## src/rtl/ordered_id_list_defines.svh

```systemverilog
// ----------------------------------------------------------------------------
// ordered_id_list_defines.svh
// Assertion macros shared by the ordered identifier list RTL. They expect
// clk_i and rst_ni to be visible at the point of use.
// ----------------------------------------------------------------------------
`ifndef ORDERED_ID_LIST_DEFINES_SVH
`define ORDERED_ID_LIST_DEFINES_SVH

// Property must hold at every clock edge outside reset.
`define OIL_ASSERT(lbl, prop, msg) \
  lbl: assert property (@(posedge clk_i) disable iff (!rst_ni) (prop)) else $error(msg);

// Condition must never be seen at a clock edge outside reset.
`define OIL_ASSERT_NEVER(lbl, cond, msg) \
  lbl: assert property (@(posedge clk_i) disable iff (!rst_ni) !(cond)) else $error(msg);

`endif

```

## src/rtl/oil_pkg.sv

```systemverilog
// ----------------------------------------------------------------------------
// oil_pkg
// Shared constants for the ordered identifier list: field widths, default
// depth, operation and status codes.
// ----------------------------------------------------------------------------
package oil_pkg;

  // Field widths
  localparam int unsigned IdW    = 16;
  localparam int unsigned FuncW  = 2;
  localparam int unsigned PosW   = 5;
  localparam int unsigned StatW  = 2;
  localparam int unsigned CntOutW = 5;

  // Default list depth
  localparam int unsigned DefDepth = 16;

  // Operation codes
  typedef enum logic [FuncW-1:0] {
    FuncAppend = 2'd0,
    FuncRemove = 2'd1,
    FuncRead   = 2'd2,
    FuncClear  = 2'd3
  } func_e;

  // Result status codes
  typedef enum logic [StatW-1:0] {
    StatOk      = 2'd0,
    StatFull    = 2'd1,
    StatMissing = 2'd2,
    StatHead    = 2'd3
  } status_e;

endpackage

```

## src/rtl/ordered_id_list.sv

```systemverilog
// ----------------------------------------------------------------------------
// ordered_id_list
// Ordered list of up to DEPTH 16-bit identifiers held in one RAM, with
// append, remove-by-identifier, read-at-position and clear requests.
// ----------------------------------------------------------------------------
// One request is worked on at a time and each gives exactly one result.
// Append and clear finish in the accept cycle; read issues one RAM read and
// finishes once the data is back. Remove walks the list through the RAM's single
// read port, one entry per cycle, then shifts the tail down one entry per
// cycle; on an empty list it reports not-found in the accept cycle. The count
// is a register, so no clearing pass is needed after reset. A finished result
// sits in the output register; a next request is accepted while it waits, and
// its own result is held back until the output register is free.
`include "ordered_id_list_defines.svh"

module ordered_id_list
  import oil_pkg::*;
#(
  parameter int unsigned DEPTH = DefDepth
) (
  input  logic               clk_i,
  input  logic               rst_ni,
  // request channel
  input  logic               in_valid_i,
  output logic               in_stall_o,
  input  logic [FuncW-1:0]   func_i,
  input  logic [IdW-1:0]     ship_id_i,
  input  logic [PosW-1:0]    position_i,
  // result channel
  output logic               out_valid_o,
  input  logic               out_stall_i,
  output logic [StatW-1:0]   status_o,
  output logic [IdW-1:0]     id_out_o,
  output logic [CntOutW-1:0] count_out_o
);

  localparam int unsigned AW = $clog2(DEPTH);
  localparam int unsigned CW = $clog2(DEPTH + 1);
  localparam int unsigned PW = (CW > PosW) ? CW : PosW;

  // FSM codes
  localparam logic [2:0] StIdle   = 3'd0;
  localparam logic [2:0] StRdWait = 3'd1;
  localparam logic [2:0] StSearch = 3'd2;
  localparam logic [2:0] StShift  = 3'd3;
  localparam logic [2:0] StPost   = 3'd4;

  logic [2:0]         state_q, state_d;
  logic [CW-1:0]      count_q, count_d;
  logic [AW-1:0]      idx_q, idx_d;
  logic [IdW-1:0]     key_q, key_d;
  logic               out_valid_q, out_valid_d;
  logic               out_load;
  logic [StatW-1:0]   out_status_q, out_status_d;
  logic [IdW-1:0]     out_id_q, out_id_d;
  logic [CntOutW-1:0] out_count_q, out_count_d;
  logic [StatW-1:0]   res_status_q;
  logic [IdW-1:0]     res_id_q;
  logic               res_load;

  // RAM port signals
  logic               ram_we, ram_re;
  logic [AW-1:0]      ram_waddr, ram_raddr;
  logic [IdW-1:0]     ram_wdata, ram_rdata;

  // Finish strobe for the request in work
  logic               fin;
  logic [StatW-1:0]   fin_status;
  logic [IdW-1:0]     fin_id;

  logic               in_acc, slot_free, at_last;
  logic [PW-1:0]      rd_pos;

  assign in_stall_o = (state_q != StIdle);
  assign in_acc     = in_valid_i && !in_stall_o;
  assign slot_free  = !out_valid_q || !out_stall_i;
  assign at_last    = (CW'(idx_q) == (count_q - CW'(1)));
  assign rd_pos     = (PW'(position_i) < PW'(count_q)) ? PW'(position_i) : PW'(count_q);

  oil_ram #(
    .Width (IdW),
    .Depth (DEPTH)
  ) u_ram (
    .clk_i   (clk_i),
    .we_i    (ram_we),
    .waddr_i (ram_waddr),
    .wdata_i (ram_wdata),
    .re_i    (ram_re),
    .raddr_i (ram_raddr),
    .rdata_o (ram_rdata)
  );

  // Request sequencing: search, shift and RAM access
  always_comb begin
    state_d    = state_q;
    count_d    = count_q;
    idx_d      = idx_q;
    key_d      = key_q;
    ram_we     = 1'b0;
    ram_waddr  = '0;
    ram_wdata  = '0;
    ram_re     = 1'b0;
    ram_raddr  = '0;
    fin        = 1'b0;
    fin_status = StatOk;
    fin_id     = '0;

    unique case (state_q)
      StIdle: begin
        if (in_acc) begin
          key_d = ship_id_i;
          unique case (func_e'(func_i))
            FuncAppend: begin
              fin = 1'b1;
              if (count_q >= CW'(DEPTH)) begin
                fin_status = StatFull;
              end else begin
                ram_we    = 1'b1;
                ram_waddr = AW'(count_q);
                ram_wdata = ship_id_i;
                count_d   = count_q + CW'(1);
              end
            end
            FuncRemove: begin
              if (count_q == '0) begin
                fin        = 1'b1;
                fin_status = StatMissing;
              end else begin
                ram_re  = 1'b1;
                idx_d   = '0;
                state_d = StSearch;
              end
            end
            FuncRead: begin
              if (position_i == '0 || count_q == '0) begin
                fin        = 1'b1;
                fin_status = StatHead;
              end else begin
                ram_re    = 1'b1;
                ram_raddr = AW'(rd_pos - PW'(1));
                state_d   = StRdWait;
              end
            end
            FuncClear: begin
              fin     = 1'b1;
              count_d = '0;
            end
            default: ;
          endcase
        end
      end
      StRdWait: begin
        fin    = 1'b1;
        fin_id = ram_rdata;
      end
      StSearch: begin
        // entry idx_q is on the read data now
        if (at_last) begin
          fin = 1'b1;
          if (ram_rdata == key_q) begin
            fin_id  = key_q;
            count_d = count_q - CW'(1);
          end else begin
            fin_status = StatMissing;
          end
        end else begin
          ram_re    = 1'b1;
          ram_raddr = idx_q + AW'(1);
          idx_d     = idx_q + AW'(1);
          if (ram_rdata == key_q) begin
            state_d = StShift;
          end
        end
      end
      StShift: begin
        // move entry idx_q down one place
        ram_we    = 1'b1;
        ram_waddr = idx_q - AW'(1);
        ram_wdata = ram_rdata;
        if (at_last) begin
          fin     = 1'b1;
          fin_id  = key_q;
          count_d = count_q - CW'(1);
        end else begin
          ram_re    = 1'b1;
          ram_raddr = idx_q + AW'(1);
          idx_d     = idx_q + AW'(1);
        end
      end
      StPost: begin
        if (slot_free) begin
          state_d = StIdle;
        end
      end
      default: begin
        state_d = StIdle;
      end
    endcase

    if (fin) begin
      state_d = slot_free ? StIdle : StPost;
    end
  end

  // Output register loading
  always_comb begin
    out_valid_d  = out_valid_q && out_stall_i;
    out_load     = 1'b0;
    res_load     = 1'b0;
    out_status_d = fin_status;
    out_id_d     = fin_id;
    out_count_d  = CntOutW'(count_d);
    if (fin) begin
      if (slot_free) begin
        out_load    = 1'b1;
        out_valid_d = 1'b1;
      end else begin
        res_load = 1'b1;
      end
    end else if (state_q == StPost && slot_free) begin
      out_load     = 1'b1;
      out_valid_d  = 1'b1;
      out_status_d = res_status_q;
      out_id_d     = res_id_q;
      out_count_d  = CntOutW'(count_q);
    end
  end

  // Control state
  always_ff @(posedge clk_i or negedge rst_ni) begin
    if (!rst_ni) begin
      state_q     <= StIdle;
      count_q     <= '0;
      out_valid_q <= 1'b0;
    end else begin
      state_q     <= state_d;
      count_q     <= count_d;
      out_valid_q <= out_valid_d;
    end
  end

  // Payload registers
  always_ff @(posedge clk_i) begin
    idx_q <= idx_d;
    key_q <= key_d;
    if (res_load) begin
      res_status_q <= fin_status;
      res_id_q     <= fin_id;
    end
    if (out_load) begin
      out_status_q <= out_status_d;
      out_id_q     <= out_id_d;
      out_count_q  <= out_count_d;
    end
  end

  assign out_valid_o = out_valid_q;
  assign status_o    = out_status_q;
  assign id_out_o    = out_id_q;
  assign count_out_o = out_count_q;

  // Checks
  `OIL_ASSERT(a_count_range, count_q <= CW'(DEPTH), "entry count above depth")
  `OIL_ASSERT_NEVER(a_ram_same_addr, ram_we && ram_re && (ram_waddr == ram_raddr), "RAM read and write hit the same entry")
  `OIL_ASSERT(a_post_holds, (state_q == StPost) |-> out_valid_q, "pending result without a busy output register")
  `OIL_ASSERT(a_shift_idx, (state_q == StShift) |-> ((CW'(idx_q) < count_q) && (idx_q != '0)), "shift index out of range")
  `OIL_ASSERT(a_append_count, (in_acc && func_i == FuncAppend && count_q < CW'(DEPTH)) |=> (count_q == $past(count_q) + CW'(1)), "append did not grow the list")

endmodule

```

## src/rtl/oil_ram.sv

```systemverilog
// ----------------------------------------------------------------------------
// oil_ram
// Generic simple dual-port RAM: one write port, one read port, registered
// read data. No reset on the array.
// ----------------------------------------------------------------------------
module oil_ram #(
  parameter int unsigned Width = 16,
  parameter int unsigned Depth = 16,
  localparam int unsigned AddrW = (Depth > 1) ? $clog2(Depth) : 1
) (
  input  logic             clk_i,
  input  logic             we_i,
  input  logic [AddrW-1:0] waddr_i,
  input  logic [Width-1:0] wdata_i,
  input  logic             re_i,
  input  logic [AddrW-1:0] raddr_i,
  output logic [Width-1:0] rdata_o
);

  logic [Width-1:0] mem_q [Depth];
  logic [Width-1:0] rdata_q;

  // Write port
  always_ff @(posedge clk_i) begin
    if (we_i) begin
      mem_q[waddr_i] <= wdata_i;
    end
  end

  // Registered read port
  always_ff @(posedge clk_i) begin
    if (re_i) begin
      rdata_q <= mem_q[raddr_i];
    end
  end

  assign rdata_o = rdata_q;

endmodule

```

## config.mk

```make
export PLATFORM = sky130hd
export DESIGN_NAME = ordered_id_list
export DESIGN_NICKNAME = d
export VERILOG_FILES = /design/src/rtl/oil_pkg.sv /design/src/rtl/ordered_id_list.sv /design/src/rtl/oil_ram.sv
export VERILOG_INCLUDE_DIRS = /design/src /design/src/rtl
export SDC_FILE = /design/constraint.sdc
export NUM_CORES = 1
export LEC_CHECK = 0
export BUFFER_PORTS_ARGS = -buffer_cell sky130_fd_sc_hd__buf_2
export CAP_MARGIN = 20
export CORE_UTILIZATION = 56
export DETAILED_ROUTE_END_ITERATION = 16
export PLACE_DENSITY = 0.76
export SYNTH_ARGS = -nofsm -noshare
export SYNTH_HDL_FRONTEND = slang
export SYNTH_HIERARCHICAL = 1
export SYNTH_SLANG_ARGS = --single-unit
```

## constraint.sdc

```tcl
create_clock -name clk_i -period 3.3 [get_ports clk_i]
set_input_delay 0.165 -clock clk_i [delete_from_list [all_inputs] [get_ports clk_i]]
set_output_delay 0.165 -clock clk_i [all_outputs]
set_load 0.01 [all_outputs]
```

==> metrics.yaml, run 1 <==
place:
  routabilityCongestion: 0.9089
  dp_hpwl_mm: 20.04
  port_buffers: 51
  dp_cells: 1198
timing:
  fin_crit_sh_pct: 96.20
  final_max_slew_viol_count: 0
  fin_setup_tns_ns: 0
  max_slew.worst_pin.slew_ns: 0.9573
  hold_viol: 0
  setup_viol: 0
  worst_slew_margin_rel_pct: 35.94
  max_freq_mhz: 315.0
  fin_crit_ns: 3.175
  fin_skew_ns: 0.01016
  holdWs_ns: 0.05430
yosys:
  synthFlopType: "edfxtp_1"
  synth_compound_area_share_pct: 7.807
  yosys_warnings: 6
  synthCells: 788
  syn_avg_cell_area_um2: 18.14
  ys_async_sr_fraction_pct: 2.632
  synth_edf_count: 333
  synth-seq-cells: 342
  synthMuxAreaShare_pct: 11.00
  synth-seq-area-share_pct: 71.53
  synth_top_family_by_area: "multiplexers"
  synth_xor_area_share_pct: 1.899
  synthAdderAreaFrac_pct: 1.225
  syn_nets: 829
  synth-simple-area-share_pct: 4.683
  ys_types: 56
  synth_area_um2: 14290
clocking:
  cts_sinks: 342
  clk_pin_slew_ns: 0.06
  insertion_delay_ns: 0.51
  htree_levels: 2
  cts_tree: "done"
  cts_buffer_depth: 3
  cts_buffers: 35
  root_buffer: "clkbuf_16"
global_routing:
  track_usage_pct: 24.76
  grt_pass1_wl_mm: 47.49
  grt_max_degree: 39
  grt_overflow: 0
  antenna_found_initial: 0
  grt_pass1_vias: 8016
floorplan:
  die_area_um2: 26170
  start_util_pct: 56.93
  die_x_um: 161.8
  die_y_um: 161.8
  rows: 58
  ioPinCount: 52
  coreArea_um2: 25110
power:
  power_mw: 13.00
  ir_worst_vdd_mv: 0.4763
  power.leakage_nw: 5.915
  power.density_nw_per_um2: 775.6
setup_path:
  startpoint: "count_q[2]$_DFF_PN0_"
  critPathKind: "reg2reg"
  worstPathRequired_ns: 3.56
  crit_arrival_ns: 3.44
  start_kind: "flop"
  crit_path_end_kind: "flop"
  r2r_slack_ns: 0.13
  r2r_cells: 13
  cp_max_fo: 10
  crit-reg2reg-launch: "count_q[2]$_DFF_PN0_"
  reg2reg_to: "u_ram/rdata_o[5]$_DFFE_PP_"
flow_run:
  maxCapViolCount: 0
drt:
  firstDrtPassIters: 5
  detail_route.wirelength_mm: 32.28
  drc: 0
  avgRoutedWirePerCell_um: 25.14
  via_per_inst: 6.207
  ant_nets: 0
  drtIter0Drc: 879
  via_count: 7970
min_path:
  hp-class: "in2async"
layout:
  area_delta_synth_final_pct: 17.25
  final_cell_mix: "333 x edfxtp_1, 68 x buf_4, 54 x mux4_2"
  antenna_cells: 0
  mostFrequentLayoutCell: "edfxtp_1"
  final_cells: 1284
  fillers: 1630
  final_net_count: 969
  drive_above_1_share_pct: 27.67
  final_util_pct: 66.75
status:
  status: "finished, final reports clean"
-- cells by family (layout without fill, tap and decap cells) --
kind of cell	Yosys count	after routing
muxes	73	73
buffers and inverters	54	220
DFF	342	342
AOI/OAI and AO/OA	139	139
and+or+nand+nor	135	135
xor gates and xnor gates	31	31
adders and majority gates	14	14
-- metal layers --
metal | vias to the layer above | GRT usage, % | wire [µm]
li1 | 3499 | - | -
met5 | - | 0 | 0
met4 | 0 | 7.461 | 782
met3 | 49 | 3.626 | 2356
met1 | 4056 | 35.20 | 13250
met2 | 366 | 40.13 | 15890
-- final cells by class --
cell class / count / area, µm² / share of cell area [%]
timing repair buffer: 144 / 1096 / 6.539
multi-input combinational: 392 / 3892 / 23.22
clock buffer: 43 / 927.1 / 5.531
inverter: 13 / 48.80 / 0.2911
sequential: 342 / 10220 / 61.00
clock inverter: 20 / 158.9 / 0.9480
tap: 330 / 412.9 / 2.463
-- worst max path at each step --
stage	depth (start not counted)	slack, ns	end
global route	13	-0.006	u_ram/rdata_o[8]$_DFFE_PP_
detailed placement	12	0.04	u_ram/rdata_o[6]$_DFFE_PP_
floorplan	14	0.03	u_ram/rdata_o[11]$_DFFE_PP_
CTS	13	0.04	u_ram/rdata_o[3]$_DFFE_PP_
global placement	12	0.13	u_ram/rdata_o[6]$_DFFE_PP_
finish	13	0.13	u_ram/rdata_o[5]$_DFFE_PP_
-- timing repair --
item,in CTS,in global routing
hold buffers,18,0
pin swaps,0,3
endpoints found under the hold margin,27,0
resized for setup,1,4
setup endpoints to repair,1,15
setup buffers,0,3
gates cloned,0,2
-- flip-flops by register name, indices dropped and copies added, names as in the netlist, 4 cells and up --
register       cells
u_ram/mem_q      256
id_out_o          16
key_q             16
res_id_q          16
u_ram/rdata_o     16
count_out_o        5
count_q            5
idx_q              4
-- cells in the mapped netlist, drive strengths merged, types with 3 or more instances --
library cell | n | share of area, %
dfrtp | 9 | 1.6
a22oi | 33 | 1.7
clkbuf | 22 | 0.58
a21oi | 13 | 0.46
mux2i | 6 | 0.42
edfxtp | 333 | 70
a22o | 32 | 2.5
nor3 | 13 | 0.53
and3 | 5 | 0.22
nor2 | 36 | 0.95
and2 | 3 | 0.13
buf | 19 | 0.94
xnor2 | 26 | 1.6
nand4 | 5 | 0.22
inv | 13 | 0.34
nand3 | 13 | 0.46
xor2 | 5 | 0.31
nand2b | 8 | 0.35
mux2 | 3 | 0.24
a211oi | 3 | 0.25
nor4 | 3 | 0.18
a21o | 18 | 0.95
mux4 | 64 | 10
nor2b | 5 | 0.22
or3 | 3 | 0.13
nand2 | 34 | 0.89
o21ai | 16 | 0.56
ha | 14 | 1.2
o211ai | 4 | 0.21
a31oi | 4 | 0.18
-- power breakdown --
group	total [mW]	switching, mW	internal [mW]
Sequential	5.74	0.296	5.44
Combinational	3.51	1.95	1.56
Clock	3.74	1.58	2.16
-- critical path: stages (launching register included) --
cell       delay [ns]
dfrtp_1          0.35
inv_1            0.05
ha_1             0.28
a21o_1           0.18
a31oi_1          0.18
o21ai_2          0.15
nor2_1           0.12
a21oi_1          0.10
o2bb2ai_4        0.28
buf_4            0.20
clkbuf_16        0.18
mux4_2           0.50
a22oi_1          0.29
nand2_1          0.08
-- through the flow --
| stage | setup slack, ns | cell area, µm² |
|---|---|---|
| after floorplan | 0.03405 | 14330 |
| after global placement | 0.1282 | 15410 |
| after detailed placement | 0.03831 | 15410 |
| after CTS | 0.04016 | 16670 |
| after global routing | -0.005744 | 16760 |
| final | 0.1253 | 16760 |
No activity file was read; power rests on OpenSTA's default activity.
==> inputs of run 2 (changes only) <==
==> constraint.sdc (replaced) <==
create_clock -name clk_i -period 3.3 [get_ports clk_i]
set_input_delay 0.495 -clock clk_i [delete_from_list [all_inputs] [get_ports clk_i]]
set_output_delay 0.495 -clock clk_i [all_outputs]
set_load 0.01 [all_outputs]
==> run 2 against run 1 <==
  * Worst hold slack better by 0.12 ns
  * Global-route usage grew 0.59 points
  * Total power up 2.4%
  * Critical path type unchanged
  * Critical path depth down 3
  * Critical endpoint is now u_ram/rdata_o[6]$_DFFE_PP_
  * Cell area rose by 1.6%
  * First-iteration DRC count rose by 16%
  * Clock skew up 0.016 ns
  * Highest routed layer unchanged
  * Register-to-register slack worse by 0.03 ns
  * Sequential power is essentially flat
  * Non-clock buffer count increased by 11
  * Clock-buffer cell count is 3 higher
==> metrics.yaml, run 2 (same netlist as run 1, synthesis figures left out) <==
clocking:
  htree_levels: 2  # unchanged
  root_buffer: "clkbuf_16"  # unchanged
  cts_buffers: 35  # unchanged
  insertion_delay_ns: 0.52  # was 0.51 ns
  cts_buffer_depth: 3  # unchanged
  clk_pin_slew_ns: 0.06  # about the same
  cts_sinks: 342  # unchanged
  cts_tree: "done"  # unchanged
drt:
  drtIter0Drc: 1018  # was 879
  ant_nets: 0  # unchanged
  via_per_inst: 6.405  # was 6.207
  detail_route.wirelength_mm: 33.85  # was 32.28 mm
  drc: 0  # unchanged
  via_count: 8294  # was 7970
  firstDrtPassIters: 5  # unchanged
  avgRoutedWirePerCell_um: 26.14  # was 25.14 µm
timing:
  setup_viol: 0  # unchanged
  final_max_slew_viol_count: 0  # unchanged
  fin_setup_tns_ns: 0  # unchanged
  fin_skew_ns: 0.02643  # was 0.01016 ns
  max_freq_mhz: 312.5  # was 315.0 MHz
  fin_crit_ns: 3.200  # was 3.175 ns
  worst_slew_margin_rel_pct: 29.83  # was 35.94%
  fin_crit_sh_pct: 96.97  # was 96.20%
  holdWs_ns: 0.1700  # was 0.05430 ns
  max_slew.worst_pin.slew_ns: 1.042  # was 0.9573 ns
  finalWorstSetupSlack_ns: 0.1001  # was 0.1253 ns
  hold_viol: 0  # unchanged
setup_path:
  max_stage_delay_ns: 0.76  # was 0.50 ns
  cp_max_fo: 6  # was 10
  r2r_slack_ns: 0.10  # was 0.13 ns
  r2r_cells: 10  # was 13
  crit_path_end_kind: "flop"  # unchanged
  crit-reg2reg-launch: "count_q[1]$_DFF_PN0_"  # was count_q[2]$_DFF_PN0_
  worstPathRequired_ns: 3.68  # was 3.56 ns
  crit_family: "compound AO/OA/AOI/OAI gates"  # unchanged
  path_buf_inv: 2  # was 3
  path_cells: "inv_2 > ha_4 > and3b_1 > o31ai_4 > a211oi_4 > o32ai_1 > nor2b_1 > buf_4 > a22oi_1 > nand2_1"  # was inv_1 > ha_1 > a21o_1 > a31oi_1 > o21ai_2 > nor2_1 > a21oi_1 > o2bb2ai_4 > buf_4 > clkbuf_16 > mux4_2 > a22oi_1 > nand2_1
  critPathKind: "reg2reg"  # unchanged
  crit_arrival_ns: 3.58  # was 3.44 ns
  start_kind: "flop"  # unchanged
  reg2reg_to: "u_ram/rdata_o[6]$_DFFE_PP_"  # was u_ram/rdata_o[5]$_DFFE_PP_
  critPathSlowestCell: "nor2b_1"  # was mux4_2
  startpoint: "count_q[1]$_DFF_PN0_"  # was count_q[2]$_DFF_PN0_
layout:
  largest_reg_flops: 256  # unchanged
  area_delta_synth_final_pct: 19.19  # was 17.25%
  final_cell_mix: "333 x edfxtp_1, 85 x buf_4, 57 x mux4_2"  # was 333 x edfxtp_1, 68 x buf_4, 54 x mux4_2
  top_register: "u_ram/mem_q"  # unchanged
  drive_above_1_share_pct: 32.16  # was 27.67%
  final_net_count: 980  # was 969
  mostFrequentLayoutCell: "edfxtp_1"  # unchanged
min_path:
  min_delay_path_depth: 1
  min_to: "key_q[10]$_DFFE_PP_"
  hold_start: "ship_id_i[10]"
  hp-class: "in2reg"  # was in2async
global_routing:
  antenna_found_initial: 0  # unchanged
  grt_max_degree: 42  # was 39
  track_usage_pct: 25.35  # was 24.76%
  grt_use_met2_pct: 40.69  # was 40.13%
  grt_overflow: 0  # unchanged
  grtUsageMet3_pct: 4.188  # was 3.626%
  use_met1_pct: 35.05  # was 35.20%
  grt_most_used_layer: "met2"  # unchanged
  grt_pass1_vias: 8151  # was 8016
  grt_pass1_wl_mm: 48.70  # was 47.49 mm
place:
  dp_worst_setup_slack_ns: -0.2390  # was 0.03831 ns
  routabilityCongestion: 0.8997  # was 0.9089
  port_buffers: 51  # unchanged
  dp_hpwl_mm: 20.74  # was 20.04 mm
floorplan:
  rows: 58  # unchanged
  die_x_um: 161.8  # unchanged
  start_util_pct: 56.93  # unchanged
  die_area_um2: 26170  # unchanged
  die_y_um: 161.8  # unchanged
  ioPinCount: 52  # unchanged
  coreArea_um2: 25110  # unchanged
power:
  power.leakage_nw: 5.997  # was 5.915 nW
  power_mw: 13.31  # was 13.00 mW
  ir_worst_vdd_mv: 0.4590  # was 0.4763 mV
  power.density_nw_per_um2: 781.4  # was 775.6 nW/µm²
flow_run:
  maxCapViolCount: 0  # unchanged
status:
  status: "finished, final reports clean"  # unchanged
[run 2: cell count changes in the layout (fill, tap and decap cells not counted), sizes merged]
cell	change
buf	+23
bufinv	-2
clkbuf	+8
clkinv	-7
clkinvlp	+4
diode	+1
dlygate4sd3	-17
inv	+1
[run 2: layer usage]
metal,wire length [µm],up-vias
met4,1109,0
met1,13460,4197
met3,2920,79
met5,0,-
li1,-,3508
met2,16360,510
[run 2: repair_timing]
action	4_1_cts	5_1_grt
pin swaps	0	11
setup buffers	0	4
gates resized for setup	2	29
endpoints found under the hold margin	9	0
hold buffers	1	0
cloned	0	7
endpoints found under the setup margin	5	27
[run 2: final cells by class]
class                           instances  area (µm²)
Antenna cell                            1       2.502
Inverter                               13       48.80
Fill cell                            1564        8071
Clock inverter                         16       102.6
Clock buffer                           46       948.4
Multi-Input combinational cell        392        4000
Sequential cell                       342       10220
Timing Repair Buffer                  155        1297
Tap cell                              330       412.9
[run 2: worst max path at each step]
stage / end / slack [ns] / depth (start not counted)
floorplan: u_ram/rdata_o[11]$_DFFE_PP_ / 0.03 / 14
global placement: u_ram/rdata_o[13]$_DFFE_PP_ / -0.21 / 14
detailed placement: u_ram/rdata_o[13]$_DFFE_PP_ / -0.24 / 14
CTS: u_ram/rdata_o[11]$_DFFE_PP_ / 0.01 / 14
global route: u_ram/rdata_o[3]$_DFFE_PP_ / -0.04 / 14
finish: u_ram/rdata_o[6]$_DFFE_PP_ / 0.10 / 10
[run 2: metrics by stage]
stage | cells | util [%] | instance area, µm²
after floorplan | 788 | - | 14330
after global placement | 1221 | 62.29 | 15640
after detailed placement | 1221 | 62.29 | 15640
after CTS | 1284 | 66.55 | 16710
after global routing | 1294 | 67.84 | 17040
final | 1295 | 67.85 | 17040
[run 2: power by group]
group / internal, mW / total [mW] / switching, mW
Combinational: 1.81 / 3.96 / 2.14
Sequential: 5.44 / 5.74 / 0.292
Clock: 2.04 / 3.62 / 1.58
Total: 9.30 / 13.3 / 4.02
[run 2: worst register-to-register path, delay by kind of cell, from the launching register on]
kind / cells / cell delay, ns
AO/OA/AOI/OAI: 4 / 1.08
adder cells (fa/ha/maj): 1 / 0.19
flip-flops: 1 / 0.35
buffers and inverters: 2 / 0.40
AND/OR/NAND/NOR: 3 / 1.05
